**src/hdl/scic_ram.sv**
```systemverilog
// ----------------------------------------------------------------------------
// Generic single-port-write RAM
// One write and one read port, read data registered, read-before-write.
// ----------------------------------------------------------------------------
`default_nettype none

module scic_ram #(
    parameter  int WIDTH = 8,
    parameter  int DEPTH = 16,
    localparam int AW    = (DEPTH > 1) ? $clog2(DEPTH) : 1
) (
    input  wire logic             clk,
    input  wire logic             we,
    input  wire logic [AW-1:0]    waddr,
    input  wire logic [WIDTH-1:0] wdata,
    input  wire logic             re,
    input  wire logic [AW-1:0]    raddr,
    output logic      [WIDTH-1:0] rdata
);

    logic [WIDTH-1:0] mem_reg [DEPTH];
    logic [WIDTH-1:0] rdata_reg;

    always_ff @(posedge clk)
    begin
        if (we)
        begin
            mem_reg[waddr] <= wdata;
        end
        if (re)
        begin
            rdata_reg <= mem_reg[raddr];
        end
    end

    assign rdata = rdata_reg;

endmodule

`default_nettype wire

```
**config.mk**
```make
export PLATFORM = sky130hd
export DESIGN_NAME = scic_ram
export DESIGN_NICKNAME = d
export VERILOG_FILES = /design/src/hdl/scic_ram.sv
export SDC_FILE = /design/constraint.sdc
export NUM_CORES = 1
export LEC_CHECK = 0
export BUFFER_PORTS_ARGS = -buffer_cell sky130_fd_sc_hd__buf_2
export CAP_MARGIN = 25
export CORE_MARGIN = 8
export CORE_UTILIZATION = 57
export CTS_BUF_LIST = sky130_fd_sc_hd__clkbuf_2
export DETAILED_ROUTE_END_ITERATION = 10
export PLACE_DENSITY = 0.86
export SYNTH_ARGS = -nofsm -noshare
export SYNTH_HDL_FRONTEND = slang
export SYNTH_SLANG_ARGS = --single-unit
```
**constraint.sdc**
```tcl
create_clock -name clk -period 1.5 [get_ports clk]
set_input_delay 0.075 -clock clk [delete_from_list [all_inputs] [get_ports clk]]
set_output_delay 0.075 -clock clk [all_outputs]
set_load 0.02 [all_outputs]
```
==> results.sh <==
export IMPL_status="complete, no violations"
export IMPL_fin_setup_tns_ns=0
export IMPL_crit_slowest_cell="mux4_2"
export IMPL_wire_per_inst_um=22.7
export IMPL_synthCells=229
export IMPL_maxSlewHeadroom=0.703
export IMPL_cts_tree="built"
export IMPL_critPathCaptureType="flop"
export IMPL_numCtsBuffers=17
export IMPL_syn_area_um2=5230
export IMPL_intPower_mw=5.38
export IMPL_setup_ws_ns=0.0102
export IMPL_dp_slack_ns=-0.176
export IMPL_place_congestion=0.721
export IMPL_antenna_found_initial=0
export IMPL_setup_viol=0
export IMPL_initial_utilization=0.577
export IMPL_die_area_um2=12500
export IMPL_grt_start_max_net_pins=17
export IMPL_ys_ff_latch=136
export IMPL_fin_nets=322
export IMPL_yosysTopAreaCellShare=0.781
export IMPL_stdcell_count=426
export IMPL_avgViaCountPerCell=5.96
export IMPL_hold_path_class="input pin to flop"
export IMPL_p_leak_nw=2.03
export IMPL_rr_worst_depth=3
export IMPL_ctsRootBufferMaster="clkbuf_2"
export IMPL_grt_pass1_wl_um=15000
export IMPL_clkLatencyLatePin_ns=0.68
export IMPL_p_sw_mw=1.54
export IMPL_max_slew_worst_pin_slew_ns=0.446
export IMPL_postCtsSetupBuffers=0
export IMPL_pwr_share_clk=0.313
export IMPL_finalCriticalPeriod_ns=1.49
export IMPL_track_usage=0.164
export IMPL_cp_arrival_ns=1.93
export IMPL_ant_nets=0
export IMPL_maxSlewViolCount=0
export IMPL_htree_levels=4
export IMPL_grt_pass1_vias=2738
export IMPL_path_cells="mux4_2 > a22oi_2 > nand2_1"
export IMPL_p_per_area_nw_per_um2=1150
export IMPL_vias=2541
export IMPL_io_buffer_count=26
export IMPL_fp_dieH_um=112
export IMPL_pwr_share_comb=0.066
export IMPL_switching_share=0.223
export IMPL_cp_required_ns=1.94
export IMPL_crit_path_max_incr_delay_ns=0.48
export IMPL_rsz0062_at_grt="yes"
export IMPL_drive_above_1_share=0.343
export IMPL_cp_start_kind="flop"
export IMPL_yosys_warnings=0
export IMPL_fmax_mhz=671
export IMPL_cts_reportedPaths_clkPinSlew_ns=0.21
export IMPL_dp_cells=380
export IMPL_fillers=578
export IMPL_clock_sinks=136
export IMPL_ios=27
export IMPL_hpwl_um=6330
export IMPL_hold_violations=0
export IMPL_multi_input_area_um2=1080
export IMPL_min_path_cells=4
export IMPL_ys_seq_area_frac=0.781
export IMPL_maxCapViolCount=0
export IMPL_drt_iter0_drc=201
export IMPL_drc=0
export IMPL_synth_top_area_cell="edfxtp_1"
export IMPL_timing_hold_ws_ns=0.0492
export IMPL_synthesis_nets=248
export IMPL_clock_path_buffers=2
export IMPL_die_w_um=112
export IMPL_finalInstanceArea_um2=6030
export IMPL_seq_power_share=0.621
export IMPL_diodes=0
export IMPL_crit_fanout=1
export IMPL_area_growth_synth_to_final_pct=15.4
export IMPL_synth_area_leaders="edfxtp_1 (78%), mux4_2 (7.8%), mux4_1 (7.0%), a22oi_1 (2.3%), nor2_1 (0.93%)"
export IMPL_critPathKind="flop to flop"
export IMPL_period_share=0.993
export IMPL_wirelength_um=9690
export IMPL_grt_overflow_total=0
export IMPL_largest_register_ffs=128
export IMPL_fin_skew_ns=0.0301
export IMPL_synth_cell_types=18
export IMPL_place_area_um2=5620
export IMPL_avgSynthCellArea_um2=22.8
export IMPL_peakVddDrop_v=0.000565
export IMPL_core_area_um2=9060
export IMPL_rows=35
export IMPL_seq_area_um2=4080
export IMPL_first_pass_iters=4
[cells by family after synthesis]
logic type             count (synthesis)  share of synthesized area
buffers and inverters                 10                     0.0165
muxes                                 32                      0.148
AOI/OAI and AO/OA                     16                     0.0230
DFF                                  136                      0.781
and+or+nand+nor                       35                     0.0314
[routing by layer]
metal	wire [µm]	global-route usage	vias up
li1	-	-	1121
met1	3790	0.194	1290
met2	4900	0.273	111
met3	773	0.0455	19
met4	225	0.0811	0
met5	0	0	-
[placed cells by master, fill, tap and decap left out, drive strengths merged]
cell type,instances
clkinvlp,5
and2,1
nand2b,2
bufinv,3
dlygate4sd3,15
nand3,1
or3b,1
buf,50
clkinv,6
nand3b,2
edfxtp,136
a22oi,16
mux4,32
clkbuf,17
nor2b,1
and2b,1
nand2,9
nor3,4
nor2,13
[worst max-delay path, delay by kind of cell, from the launching register on]
family | cells | cell delay [ns]
AOI/OAI and AO/OA | 1 | 0.22
muxes | 1 | 0.48
DFF | 1 | 0.45
and+or+nand+nor | 1 | 0.12
[stage by stage]
step	utilization	total power, mW
after floorplan	-	4.62
after global placement	0.620	4.78
after detailed placement	0.620	4.80
after CTS	0.664	6.95
after global routing	0.666	7.14
final	0.666	6.92
[cells in the mapped netlist, drive strengths merged]
cell type / count
mux4: 32
buf: 7
a22oi: 16
nand2b: 2
clkdlybuf4s25: 3
and2: 1
nand3: 1
edfxtp: 136
or3b: 1
nor2b: 1
nor2: 13
nor3: 4
and2b: 1
nand2: 9
nand3b: 2
[timing repair]
| item | CTS | global route |
|---|---|---|
| hold buffers | 15 | 0 |
| resized for setup | 2 | 7 |
| pin swaps | 1 | 0 |
| setup endpoints to repair | 1 | 8 |
| hold endpoints to repair | 175 | 0 |
[power groups by stage]
stage | combinational (mW) | clock [mW] | sequential [mW]
floorplan | 0.216 | 0 | 4.40
global placement | 0.402 | 0 | 4.38
detailed placement | 0.417 | 0 | 4.39
CTS | 0.451 | 2.20 | 4.30
global route | 0.493 | 2.34 | 4.31
finish | 0.456 | 2.16 | 4.30
[final cells by class]
| type | count | area share |
|---|---|---|
| Clock buffer | 17 | 0.0141 |
| Clock inverter | 14 | 0.0263 |
| Multi-Input combinational cell | 83 | 0.179 |
| Sequential cell | 136 | 0.677 |
| Tap cell | 111 | 0.0230 |
| Timing Repair Buffer | 65 | 0.0805 |
[final timing paths]
kind | start | slack (ns) | end
max | mem_reg[1][0] | 0.01 | rdata[0]
min | waddr[2] | 0.05 | mem_reg[7][1]
max reg2reg | mem_reg[1][0] | 0.01 | rdata[0]
min reg2reg | mem_reg[15][4] | 0.77 | rdata[4]
(Power assumes the default switching activity.)
